`config.mk`:
```
export PLATFORM = sky130hd
export DESIGN_NAME = session_id_next_fit_allocator_flat
export DESIGN_NICKNAME = d
export VERILOG_FILES = /design/src/sidal_pkg.sv /design/src/sidal_if.sv /design/src/session_id_next_fit_allocator.sv /design/src/flat_wrapper.sv
export SDC_FILE = /design/constraint.sdc
export NUM_CORES = 1
export LEC_CHECK = 0
export ABC_AREA = 1
export BUFFER_PORTS_ARGS = -buffer_cell sky130_fd_sc_hd__buf_2
export CAP_MARGIN = 20
export CORE_ASPECT_RATIO = 1.2
export CORE_MARGIN = 4
export CORE_UTILIZATION = 55
export CTS_CLUSTER_DIAMETER = 200
export DETAILED_ROUTE_END_ITERATION = 16
export PLACE_DENSITY = 0.79
export SETUP_SLACK_MARGIN = 0.1
export SYNTH_ARGS = -nofsm -noshare
export SYNTH_HDL_FRONTEND = slang
export SYNTH_SLANG_ARGS = --single-unit
```
`constraint.sdc`:
```
create_clock -name clk -period 8.72 [get_ports clk]
set_input_delay 2.616 -clock clk [delete_from_list [all_inputs] [get_ports clk]]
set_output_delay 2.616 -clock clk [all_outputs]
set_load 0.05 [all_outputs]
```
`src/sidal_pkg.sv`:
```
// Shared types, constants and helper functions of the session identifier allocator.
// No dependencies; imported by the interfaces, the top level and the checker.
package sidal_pkg;

    localparam int POOL_SIZE = 256;
    localparam int WORD_W    = 16;
    localparam int NUM_WORDS = POOL_SIZE / WORD_W;
    localparam int ID_W      = 8;
    localparam int BIT_W     = $clog2(WORD_W);
    localparam int ROW_W     = $clog2(NUM_WORDS);
    localparam int GRANT_W   = 9;
    localparam int STATUS_W  = 2;

    localparam logic [GRANT_W-1:0] NO_ID = GRANT_W'(256);

    localparam logic REQ_ALLOC = 1'b0;
    localparam logic REQ_FREE  = 1'b1;

    typedef enum logic [STATUS_W-1:0] {
        ST_GRANTED   = 2'd0,
        ST_EXHAUSTED = 2'd1,
        ST_FREED     = 2'd2
    } status_t;

    typedef enum logic [1:0] {
        S_IDLE = 2'd0,
        S_SCAN = 2'd1,
        S_DONE = 2'd2
    } state_t;

    typedef struct packed {
        logic             found;
        logic [BIT_W-1:0] idx;
    } find_t;

    // Lowest clear bit of a bitmap word at or above the bit position lo.
    function automatic find_t find_free(input logic [WORD_W-1:0] word,
                                        input logic [BIT_W-1:0]  lo);
        find_t r;
        r = '0;
        for (int b = WORD_W - 1; b >= 0; b--) begin
            if (!word[b] && (BIT_W'(b) >= lo)) begin
                r.found = 1'b1;
                r.idx   = BIT_W'(b);
            end
        end
        return r;
    endfunction

endpackage

```
`src/sidal_if.sv`:
```
// Request and response channel interfaces of the session identifier allocator.
// Depends on sidal_pkg for the field widths.
interface sidal_req_if import sidal_pkg::*; ();
    logic              valid;
    logic              ready;
    logic              req_type;
    logic [ID_W-1:0]   free_id;

    modport source (output valid, output req_type, output free_id, input ready);
    modport sink   (input valid, input req_type, input free_id, output ready);
endinterface

interface sidal_rsp_if import sidal_pkg::*; ();
    logic                valid;
    logic                ready;
    logic [GRANT_W-1:0]  granted_id;
    logic [STATUS_W-1:0] status;

    modport source (output valid, output granted_id, output status, input ready);
    modport sink   (input valid, input granted_id, input status, output ready);
endinterface

```
`src/session_id_next_fit_allocator.sv`:
```
// Top level of the next-fit session identifier allocator.
// Depends on sidal_pkg and on the channel interfaces in sidal_if.sv.

// The allocator hands out identifiers 0..255 from a busy bitmap and takes them
// back. An allocate word advances the last-used pointer by one (wrapping after
// 255), then searches upward from it to 255 without wrapping and grants the
// first free identifier, which becomes the new pointer; when none is free it
// answers with status 1 and identifier 256 and keeps the advanced pointer. A
// free word clears the busy bit and answers with status 2 and identifier 256.
// Every request word produces exactly one response word. The bitmap lives in a
// 16 x 16-bit synchronous memory; a per-row valid flop makes a never-written
// row read as all free, so no clearing pass follows reset and requests are
// taken right away. One request is in flight at a time: a free passes through
// the scan and done states before the next request is accepted, and an allocate
// stays in the scan state for every 16-identifier row the search has to read,
// since the memory read port delivers one row per cycle. A finished response
// waits in an output register, so the next request is accepted while the
// previous response is still unclaimed; a request can only finish once that
// register has been emptied.
module session_id_next_fit_allocator
    import sidal_pkg::*;
(
    input  logic       clk,
    input  logic       rst_n,
    sidal_req_if.sink  req,
    sidal_rsp_if.source rsp
);

    state_t state_reg, state_next;

    logic [ROW_W-1:0]    cur_row_reg, cur_row_next;
    logic [BIT_W-1:0]    lo_bit_reg, lo_bit_next;
    logic                kind_reg, kind_next;
    logic                in_pool_reg, in_pool_next;
    logic [ID_W-1:0]     last_reg, last_next;
    logic [GRANT_W-1:0]  res_id_reg, res_id_next;
    status_t             res_status_reg, res_status_next;
    logic                out_valid_reg, out_valid_next;
    logic [GRANT_W-1:0]  out_id_reg, out_id_next;
    logic [STATUS_W-1:0] out_status_reg, out_status_next;
    logic [NUM_WORDS-1:0] row_valid_reg, row_valid_next;

    // Bitmap storage and its registered read port.
    logic [WORD_W-1:0] mem [NUM_WORDS];
    logic [WORD_W-1:0] rd_data_reg;
    logic [ROW_W-1:0]  rd_row;
    logic              wr_en;
    logic [WORD_W-1:0] wr_word;

    logic              accept;
    logic              scan_done;
    logic [ID_W-1:0]   adv_ptr;
    logic [WORD_W-1:0] word_eff;
    find_t             fz;
    logic              out_free;

    assign accept   = req.valid && req.ready;
    assign out_free = !out_valid_reg || rsp.ready;

    // The pointer moves one step forward before every search.
    assign adv_ptr = (last_reg == ID_W'(POOL_SIZE - 1)) ? '0 : last_reg + 1'b1;

    // A row that was never written holds no busy identifiers.
    assign word_eff = row_valid_reg[cur_row_reg] ? rd_data_reg : '0;
    assign fz       = find_free(word_eff, lo_bit_reg);

    always_ff @(posedge clk) begin
        if (wr_en) begin
            mem[cur_row_reg] <= wr_word;
        end
        rd_data_reg <= mem[rd_row];
    end

    // Next state.
    always_comb begin
        state_next = state_reg;
        case (state_reg)
            S_IDLE: begin
                if (accept) begin
                    state_next = S_SCAN;
                end
            end
            S_SCAN: begin
                if (scan_done) begin
                    state_next = S_DONE;
                end
            end
            S_DONE: begin
                if (out_free) begin
                    state_next = S_IDLE;
                end
            end
            default: state_next = S_IDLE;
        endcase
    end

    // Outputs and datapath.
    always_comb begin
        req.ready       = 1'b0;
        rd_row          = cur_row_reg + 1'b1;
        wr_en           = 1'b0;
        wr_word         = word_eff;
        scan_done       = 1'b0;
        cur_row_next    = cur_row_reg;
        lo_bit_next     = lo_bit_reg;
        kind_next       = kind_reg;
        in_pool_next    = in_pool_reg;
        last_next       = last_reg;
        res_id_next     = res_id_reg;
        res_status_next = res_status_reg;
        row_valid_next  = row_valid_reg;
        out_valid_next  = out_valid_reg && !rsp.ready;
        out_id_next     = out_id_reg;
        out_status_next = out_status_reg;

        case (state_reg)
            S_IDLE: begin
                req.ready = 1'b1;
                kind_next = req.req_type;
                if (req.req_type == REQ_FREE) begin
                    rd_row       = req.free_id[ID_W-1:BIT_W];
                    cur_row_next = req.free_id[ID_W-1:BIT_W];
                    lo_bit_next  = req.free_id[BIT_W-1:0];
                    in_pool_next = (GRANT_W'(req.free_id) < GRANT_W'(POOL_SIZE));
                end else begin
                    rd_row       = adv_ptr[ID_W-1:BIT_W];
                    cur_row_next = adv_ptr[ID_W-1:BIT_W];
                    lo_bit_next  = adv_ptr[BIT_W-1:0];
                    if (accept) begin
                        last_next = adv_ptr;
                    end
                end
            end
            S_SCAN: begin
                if (kind_reg == REQ_FREE) begin
                    scan_done       = 1'b1;
                    wr_en           = in_pool_reg;
                    wr_word         = word_eff & ~(WORD_W'(1) << lo_bit_reg);
                    res_id_next     = NO_ID;
                    res_status_next = ST_FREED;
                end else if (fz.found) begin
                    scan_done       = 1'b1;
                    wr_en           = 1'b1;
                    wr_word         = word_eff | (WORD_W'(1) << fz.idx);
                    last_next       = {cur_row_reg, fz.idx};
                    res_id_next     = GRANT_W'({cur_row_reg, fz.idx});
                    res_status_next = ST_GRANTED;
                end else if (cur_row_reg == ROW_W'(NUM_WORDS - 1)) begin
                    // Nothing free between the pointer and the top of the pool.
                    scan_done       = 1'b1;
                    res_id_next     = NO_ID;
                    res_status_next = ST_EXHAUSTED;
                end else begin
                    // The next row's read was issued this cycle.
                    cur_row_next = cur_row_reg + 1'b1;
                    lo_bit_next  = '0;
                end
                if (wr_en) begin
                    row_valid_next[cur_row_reg] = 1'b1;
                end
            end
            S_DONE: begin
                if (out_free) begin
                    out_valid_next  = 1'b1;
                    out_id_next     = res_id_reg;
                    out_status_next = res_status_reg;
                end
            end
            default: begin
            end
        endcase
    end

    always_ff @(posedge clk or negedge rst_n) begin
        if (!rst_n) begin
            state_reg     <= S_IDLE;
            last_reg      <= '0;
            out_valid_reg <= 1'b0;
            row_valid_reg <= '0;
        end else begin
            state_reg     <= state_next;
            last_reg      <= last_next;
            out_valid_reg <= out_valid_next;
            row_valid_reg <= row_valid_next;
        end
    end

    always_ff @(posedge clk) begin
        cur_row_reg    <= cur_row_next;
        lo_bit_reg     <= lo_bit_next;
        kind_reg       <= kind_next;
        in_pool_reg    <= in_pool_next;
        res_id_reg     <= res_id_next;
        res_status_reg <= res_status_next;
        out_id_reg     <= out_id_next;
        out_status_reg <= out_status_next;
    end

    assign rsp.valid      = out_valid_reg;
    assign rsp.granted_id = out_id_reg;
    assign rsp.status     = out_status_reg;

endmodule

```
`src/flat_wrapper.sv`:
```
// flat-port wrapper written by rule: the top's interface ports become plain ports
module session_id_next_fit_allocator_flat import sidal_pkg::*;
  (clk, rst_n, req_valid, req_req_type, req_free_id, req_ready, rsp_valid, rsp_granted_id, rsp_status, rsp_ready);
  sidal_req_if req_i ();
  sidal_rsp_if rsp_i ();
  input  logic clk;
  input  logic rst_n;
  input wire logic [$bits(req_i.valid)-1:0] req_valid;
  input wire logic [$bits(req_i.req_type)-1:0] req_req_type;
  input wire logic [$bits(req_i.free_id)-1:0] req_free_id;
  output wire logic [$bits(req_i.ready)-1:0] req_ready;
  output wire logic [$bits(rsp_i.valid)-1:0] rsp_valid;
  output wire logic [$bits(rsp_i.granted_id)-1:0] rsp_granted_id;
  output wire logic [$bits(rsp_i.status)-1:0] rsp_status;
  input wire logic [$bits(rsp_i.ready)-1:0] rsp_ready;
  assign req_i.valid = req_valid;
  assign req_i.req_type = req_req_type;
  assign req_i.free_id = req_free_id;
  assign req_ready = req_i.ready;
  assign rsp_valid = rsp_i.valid;
  assign rsp_granted_id = rsp_i.granted_id;
  assign rsp_status = rsp_i.status;
  assign rsp_i.ready = rsp_ready;
  session_id_next_fit_allocator u_core (.clk(clk), .rst_n(rst_n), .req(req_i), .rsp(rsp_i));
endmodule
```
# Word-level counts from Yosys, hierarchy flattened
# Memory sizes are Yosys's and may differ from the RTL's. A register that Yosys moved wholly into a read port is not among the register bits.
# Index checks and enable logic that the tools add are counted.
# classes
shift	2
mux	62
n_reduce_logical	48
bitwise	4
addsub	2
magnitude_cmp	18
n_eq_ne	12
# op_table
op	count
$mux 5	16
$mux 16	4
$mux 8	5
$mux 4	9
$ge 4x4->1 const A	8
$or 16x16->16	2
$shl 1x4->16 const A	2
$logic_and 1x1->1	19
$logic_not 1->1	18
$mux 9	2
$and 16x16->16	1
$ge 3x4->1 const A	4
$not 16->16	1
$pmux 4 s2	2
$pmux 8 s2	1
$mux 1	15
$mux 2	5
$add 8x1->8 const B	1
$eq 8x8->1 const B	1
$ge 1x4->1 const A	2
$ge 2x4->1 const A	2
$ne 2x1->1 const B	4
$ne 2x2->1 const B	4
$pmux 2 s3	1
other kinds (17)	19
# word_totals
output_inout_bits	13
register_bits	58
input_bits	13
mem_bits_rw	256
n_memories	1
wordCells	161
# mem_list
name	depth	width	read_ports	rd_ports_with_merged_regs	write_ports	line	text
u_core.mem	16	16	1	1	1	session_id_next_fit_allocator.sv:44	logic [WORD_W-1:0] mem [NUM_WORDS];

# Depth between registers and ports, before layout
# Gate-level depths: netlist of the first run.
# logic_depth
depth_word	27
ltp_mapped	28
depth_no_buf	26

# Least setup slack after synthesis of the first run
# Ideal clock, no wire load.
# synth_timing
kind	input-to-reg
startpoint	in req_req_type
endpoint	reg u_core.rd_data_reg[14] (read register of u_core.mem)
slack_ps	4623
setup_ps	59
path_stages	12
t_required_ps	8661
path_buffers	3
arrival_time_ps	4038
path_cell_list	inv_1 -> o21ai_0 -> nand2_1 -> nand2_1 -> inv_1 -> buf_2 -> buf_2 -> clkbuf_1 -> nor2_1 -> o221ai_1 -> nand3_1 -> nand2_1
# synth_via
elab_chain_len	2
# synth_rtl
item	line	text
start, declared	flat_wrapper.sv:9	input wire logic [$bits(req_i.req_type)-1:0] req_req_type;
$mux 4	session_id_next_fit_allocator.sv:120	if (req.req_type == REQ_FREE) begin
$mux 4	session_id_next_fit_allocator.sv:116	case (state_reg)
end, declared	session_id_next_fit_allocator.sv:45	logic [WORD_W-1:0] rd_data_reg;
# No other way between the ends.
# A chain may end at the register's enable or synchronous reset.

# Worst setup path in the final report of the first run
# layout_timing
startpoint	in req_req_type
endpoint	reg u_core.rd_data_reg[0] (read register of u_core.mem)
# The elaborated chain is that of the path after synthesis.

==> impl_metrics.yaml, run 1 <==
critical_path:
  slowest_stage_delay_cp_ps: 540
  kind_of_launch_point_of_the_worst_setup_path: "input pin"
  endpoint_kind: "flop"
  crit_family: "buffers and inverters"
  regToRegSetupSlack_ps: 4390
  cp_cell_sequence: "buf_2 -> inv_1 -> nand2_1 -> o21ai_0 -> nand2_1 -> nand2_4 -> clkinv_2 -> buf_4 -> o21ai_0 -> o22ai_1 -> o211ai_1 -> nand2_1"
  critical_path_rt_ps: 9150
  timing.critical_path.fanout_max: 104
  crit_top_cell: "nand2_1"
  critPathBufInv: 4
  timing.reg2reg.worst_path_depth: 15
  master_of_the_slowest_instance_on_the_critical_path: "nand2_4"
  timing.critical_path.arrival_ps: 5740
  path_class: "input pin to flop"
  worst_r2r_startpoint: "u_core.cur_row_reg[0]"
  r2r-end: "u_core.mem[3][13]"
finish:
  number_of_antenna_diodes: 0
  flip_flop_count_of_the_largest_register_after_layout: 256
  area.growth.synth_to_final_pct: 11.0
  n_fill_cell: 1827
  final_net_count: 1211
  post_route_cells_drive_above_1_share: 0.126
sta:
  worstMarginPinSlew_ps: 1220
  setup_viol: 0
  relSlewSlack: 0.189
  hold_violations: 0
  setup_tns_ps: 0
  final-max-slew-violation-count: 0
  timing.fmax_mhz: 188
  finalCriticalPeriod_ps: 5310
  post-route-period-util: 0.609
  rsz0062_at_grt: "false"
  clk_skew_ps: 24.4
clock_tree:
  cts_inserted_buffers: 30
  cts.clk_slew.worst_paths_ps: 70
  cts_hold_repair.buffers: 0
  worst_skew_pair.late_latency_ps: 570
  post_cts_buffers: 0
  cts.sink_count: 330
  clock_path_buffers: 3
  cts_max_level: 1
  post_cts.resized_instances: 0
  tritoncts_clock_tree: "yes"
  clock_tree_root_buffer_cell: "clkbuf_16"
synth:
  syn_inst: 1171
  synth_top_cells_by_count: "edfxtp_1, nor2_1, o21ai_0"
  synth_top_cell_by_area: "edfxtp_1"
  synth_fp_nets: 1189
  flip_flop_cell_with_the_highest_count_after_synthesis: "edfxtp_1"
  most_used_standard_cell_by_instance_count_after_synthesis: "edfxtp_1"
  yosys_register_bits: 330
  post_synth_edffs: 287
  synth_area_um2: 13700
  synth_top_area_frac: 0.628
  yosysUniqueCellTypes: 45
  yosysWarningCount: 0
  async_flop_share: 0.0818
  synth_seq_area_share: 0.701
  postSynthAreaPerCell_um2: 11.7
  ys_top_cells_by_area: "edfxtp_1, o21ai_0, nor2_1"
place:
  placement.io_buffers: 25
  dp.final_hpwl_um: 19100
  finalWeightedCongestion: 0.969
global_route:
  grt_pass1_vias: 9225
  global_route.usage.total: 0.238
  antenna_found_initial: 0
  grt_pass1_wl_um: 51400
  grt_start_max_net_pins: 105
  overflow: 0
floorplan:
  core_region_area_um2: 24700
  die_h_um: 181
  design.die.area_um2: 27500
  die-width_um: 152
  fp-row-count: 63
  initial_utilization: 0.556
  ios: 26
hold_path:
  hold_path_end: "u_core.rsp.granted_id[4]"
  holdCritPathClass: "flop to flop"
  hp-start: "u_core.res_id_reg[4]"
  worstHoldPathCells: 0
status:
  status: "complete, no violations"
route:
  wl_per_cell_um: 21.7
  post-route-drc-count: 0
  drt_pass1_iterations: 8
  post_drt_via_cell_ratio: 6.11
  routed_wirelength_um: 33500
  routed-via-count: 9419
  drt_iter0_markers: 936
  route.antenna.remaining_nets: 0
flow_run:
  cap_violations: 0
power_and_ir_drop:
  total_power_w: 0.00607
  p_leak_nw: 5.41
  power_per_cell_area_nw_per_um2: 399
  vdd_ir_drop_max_uv: 163
logic make-up (layout without fill, tap and decap cells):
| kind of cell | count (synthesis) | after routing | share of synthesized area |
|---|---|---|---|
| DFF | 330 | 330 | 0.701 |
| and+or+nand+nor | 394 | 394 | 0.119 |
| xor gates and xnor gates | 3 | 3 | 0.00192 |
| muxes | 1 | 1 | 0.000730 |
| adders and majority gates | 5 | 5 | 0.00456 |
| AOI/OAI and AO/OA | 301 | 301 | 0.132 |
| buffers and inverters | 137 | 182 | 0.0411 |
through the flow:
stage / std cells / utilization / worst slack, ps / area [µm²] / hold WS, ps
floorplan: 1171 / - / 4620 / 13700 / 400
global placement: 1481 / 0.575 / 3100 / 14200 / 401
detailed placement: 1481 / 0.575 / 2960 / 14200 / 407
CTS: 1536 / 0.615 / 3480 / 15200 / 405
global route: 1541 / 0.617 / 3050 / 15200 / 425
finish: 1541 / 0.617 / 3410 / 15200 / 409
worst max-delay path by stage:
stage	start	end	slack (ps)	cells past startpoint
6_report	req_req_type	u_core.rd_data_reg[0]	3410	12
4_1_cts	req_req_type	u_core.rd_data_reg[0]	3480	12
2_1_floorplan	req_req_type	u_core.rd_data_reg[14]	4620	12
5_1_grt	req_req_type	u_core.rd_data_reg[0]	3050	12
3_5_place_dp	req_req_type	u_core.rd_data_reg[2]	2960	11
3_3_place_gp	req_req_type	u_core.rd_data_reg[8]	3100	12
routing by layer:
layer | track usage | up-vias | routed length [µm] | part of all wire
met2 | 0.405 | 523 | 16500 | 0.49
met5 | 0 | - | 0 | 0
met4 | 0.0971 | 0 | 1400 | 0.042
li1 | - | 4263 | - | -
met3 | 0.0367 | 89 | 2990 | 0.089
met1 | 0.308 | 4544 | 12500 | 0.37
power breakdown:
group | total, W | internal [W] | switching (W)
Clock | 0.00129 | 0.000727 | 0.000561
Sequential | 0.00241 | 0.00229 | 0.000121
Combinational | 0.00238 | 0.000605 | 0.00177
area by class of cell:
type	instances	area, µm²	area share
Multi-Input combinational cell	704	3590	0.236
Tap cell	325	407	0.0267
Clock buffer	32	768	0.0505
Clock inverter	23	208	0.0136
Sequential cell	330	9610	0.632
Timing Repair Buffer	53	348	0.0229
Inverter	74	282	0.0185
cell usage in the layout, fill, tap and decap left out, drive strengths merged:
master	instances
dfrtp	27
nand4	8
or2	2
xor2	2
o21ai	194
a32o	1
nand2	138
nor3	7
edfxtp	287
ha	5
clkbuf	32
a22oi	1
a21oi	13
nand3	41
nor2	197
clkinvlp	4
o311ai	1
o211ai	17
clkinv	17
xnor2	1
buf	53
o31ai	2
nor4	1
mux2i	1
dfxtp	16
o21bai	5
bufinv	3
o22ai	22
a41oi	1
o221ai	43
a31oi	1
inv	73
worst register-to-register path, stage by stage, from the launching register on:
cell      delay (ps)
edfxtp_1         590
inv_2            300
nand2_1           80
nand3_1           80
nand2_1           60
nand2_1          100
nand4_2          500
nand2_1          360
inv_1             60
nand2_1           80
nor2_1            60
o31ai_1          200
nand2_1          170
inv_1            270
nand4_1          210
o21bai_1         860
No activity file was read; power rests on OpenSTA's default activity.
==> run 2: changes to the inputs <==
--- a/config.mk
+++ b/config.mk
@@ -13,7 +13,7 @@
 export CORE_UTILIZATION = 55
 export CTS_CLUSTER_DIAMETER = 200
 export DETAILED_ROUTE_END_ITERATION = 16
-export PLACE_DENSITY = 0.79
+export PLACE_DENSITY = 0.82
 export SETUP_SLACK_MARGIN = 0.1
 export SYNTH_ARGS = -nofsm -noshare
 export SYNTH_HDL_FRONTEND = slang
==> constraint.sdc (replaced) <==
create_clock -name clk -period 4.5 [get_ports clk]
set_input_delay 1.35 -clock clk [delete_from_list [all_inputs] [get_ports clk]]
set_output_delay 1.35 -clock clk [all_outputs]
set_load 0.05 [all_outputs]
==> run 2 against run 1 <==
Against the previous run: sequential power is 93% higher; first-iteration DRC count up 38%; flip-flop and latch count unchanged; combinational power increased by 110%; non-clock buffer count grew 16; die area stayed put; total power up 100%; core utilization rose by 1.1 points; register-to-register slack worse by 3500 ps; clock power is 110% higher; final area grew 1.7%; clock-buffer cell count increased by 18; critical path type is now flop to flop.
==> impl_metrics.yaml, run 2 (same netlist as run 1, synthesis figures left out) <==
clock_tree:
  worst_skew_pair.late_latency_ps: 520
  cts_max_level: 2
  clock_path_buffers: 3
  cts_inserted_buffers: 34
  post_cts_buffers: 0
  post_cts.resized_instances: 0
  cts_hold_repair.buffers: 0
  clock_tree_root_buffer_cell: "clkbuf_16"
  cts.clk_slew.worst_paths_ps: 60
  tritoncts_clock_tree: "yes"
  cts.sink_count: 330
route:
  routed-via-count: 9671
  wl_per_cell_um: 21.5
  drt_pass1_iterations: 6
  routed_wirelength_um: 33700
  route.antenna.remaining_nets: 0
  post_drt_via_cell_ratio: 6.18
  post-route-drc-count: 0
  drt_iter0_markers: 1296
place:
  placement.io_buffers: 25
  dp.final_hpwl_um: 20100
  finalWeightedCongestion: 0.948
sta:
  hold_violations: 0
  final-max-slew-violation-count: 0
  post-route-period-util: 0.791
  clk_skew_ps: 28.9
  worstMarginPinSlew_ps: 870
  rsz0062_at_grt: "false"
  relSlewSlack: 0.418
  timing.fmax_mhz: 281
  setup_tns_ps: 0
  finalCriticalPeriod_ps: 3560
  setup_viol: 0
power_and_ir_drop:
  vdd_ir_drop_max_uv: 408
  p_leak_nw: 5.56
  total_power_w: 0.0124
  power_per_cell_area_nw_per_um2: 802
finish:
  number_of_antenna_diodes: 0
  area.growth.synth_to_final_pct: 12.9
  layout.cells.most_common: "edfxtp_1"
  final_net_count: 1231
  flip_flop_count_of_the_largest_register_after_layout: 256
  most-common-layout-cells: "edfxtp_1, nor2_1, o21ai_0"
  post_route_cells_drive_above_1_share: 0.137
global_route:
  grt_pass1_wl_um: 52400
  global_route.usage.total: 0.240
  overflow: 0
  grt_pass1_vias: 9414
  antenna_found_initial: 0
  grt_start_max_net_pins: 129
floorplan:
  die-width_um: 152
  die_h_um: 181
  core_region_area_um2: 24700
  ios: 26
  design.die.area_um2: 27500
  initial_utilization: 0.556
  fp-row-count: 63
critical_path:
  r2r-end: "u_core.mem[1][10]"
  worst_r2r_startpoint: "u_core.cur_row_reg[0]"
  path_class: "flop to flop"
  regToRegSetupSlack_ps: 940
  timing.critical_path.arrival_ps: 3730
  critical_path_rt_ps: 4670
  timing.critical_path.fanout_max: 16
  endpoint_kind: "flop"
  kind_of_launch_point_of_the_worst_setup_path: "flop"
  worstSetupEndpoint: "u_core.mem[1][10]"
  crit_start: "u_core.cur_row_reg[0]"
  timing.reg2reg.worst_path_depth: 18
hold_path:
  worstHoldPathCells: 0
  holdCritPathClass: "flop to flop"
flow_run:
  cap_violations: 0
status:
  status: "complete, no violations"
run 2: cell count changes in the layout (fill, tap and decap cells not counted), sizes merged:
cell / previous run / this run
clkbuf: 32 / 50
buf: 53 / 69
clkinvlp: 4 / 1
clkinv: 17 / 10
bufinv: 3 / 2
run 2: final cells by class:
class                   count  area [µm²]
well taps                 325         407
clock inverters            12         144
fillers                  1758        9190
multi-input cells         704        3590
repair buffers             69         480
flip-flops and latches    330        9610
clock buffers              50         962
inverters                  74         282
run 2: power breakdown:
part | total, W | internal (W) | switching [W] | leakage (nW)
sequential | 0.00465 | 0.00442 | 0.000227 | 3.11
clock | 0.00277 | 0.00162 | 0.00115 | 0.537
combinational | 0.00501 | 0.00133 | 0.00367 | 1.91
total | 0.0124 | 0.00737 | 0.00505 | 5.56
run 2: worst min path at each step:
stage	from	endpoint	slack [ps]
4_1_cts	u_core.res_id_reg[4]	u_core.rsp.granted_id[4]	420
5_1_grt	u_core.res_id_reg[4]	u_core.rsp.granted_id[4]	430
2_1_floorplan	u_core.res_id_reg[0]	u_core.rsp.granted_id[0]	400
6_report	u_core.res_id_reg[4]	u_core.rsp.granted_id[4]	420
3_5_place_dp	u_core.res_id_reg[1]	u_core.rsp.granted_id[1]	410
3_3_place_gp	u_core.res_status_reg[1]	u_core.rsp.status[1]	400
run 2: layer usage:
metal / GRT usage / share of wire / vias to the layer above
met5: 0 / 0 / -
met4: 0.0755 / 0.029 / 0
met3: 0.0381 / 0.098 / 83
met2: 0.397 / 0.48 / 616
met1: 0.332 / 0.39 / 4672
li1: - / - / 4300
run 2: critical path: stages, from the launching register on:
cell and delay, ps:
edfxtp_1 480, inv_2 230, nand2_1 70, nand3_1 70
nand2_1 70, nand2_1 90, nand4_2 300, nand2_1 210
nand3_1 200, nand2_1 180, nor2_2 70, nand2_2 90
nor2_2 60, nand2_1 70, inv_1 90, nor2_4 160
nand2_1 290, nor2_2 160, buf_4 300
run 2: metrics by stage:
step	hold WS, ps	util	area [µm²]	std cells	setup WS, ps
floorplan	400	-	13700	1171	1440
global placement	403	0.582	14400	1500	810
detailed placement	407	0.582	14400	1500	761
CTS	421	0.627	15500	1562	749
global route	429	0.628	15500	1564	575
finish	420	0.628	15500	1564	939
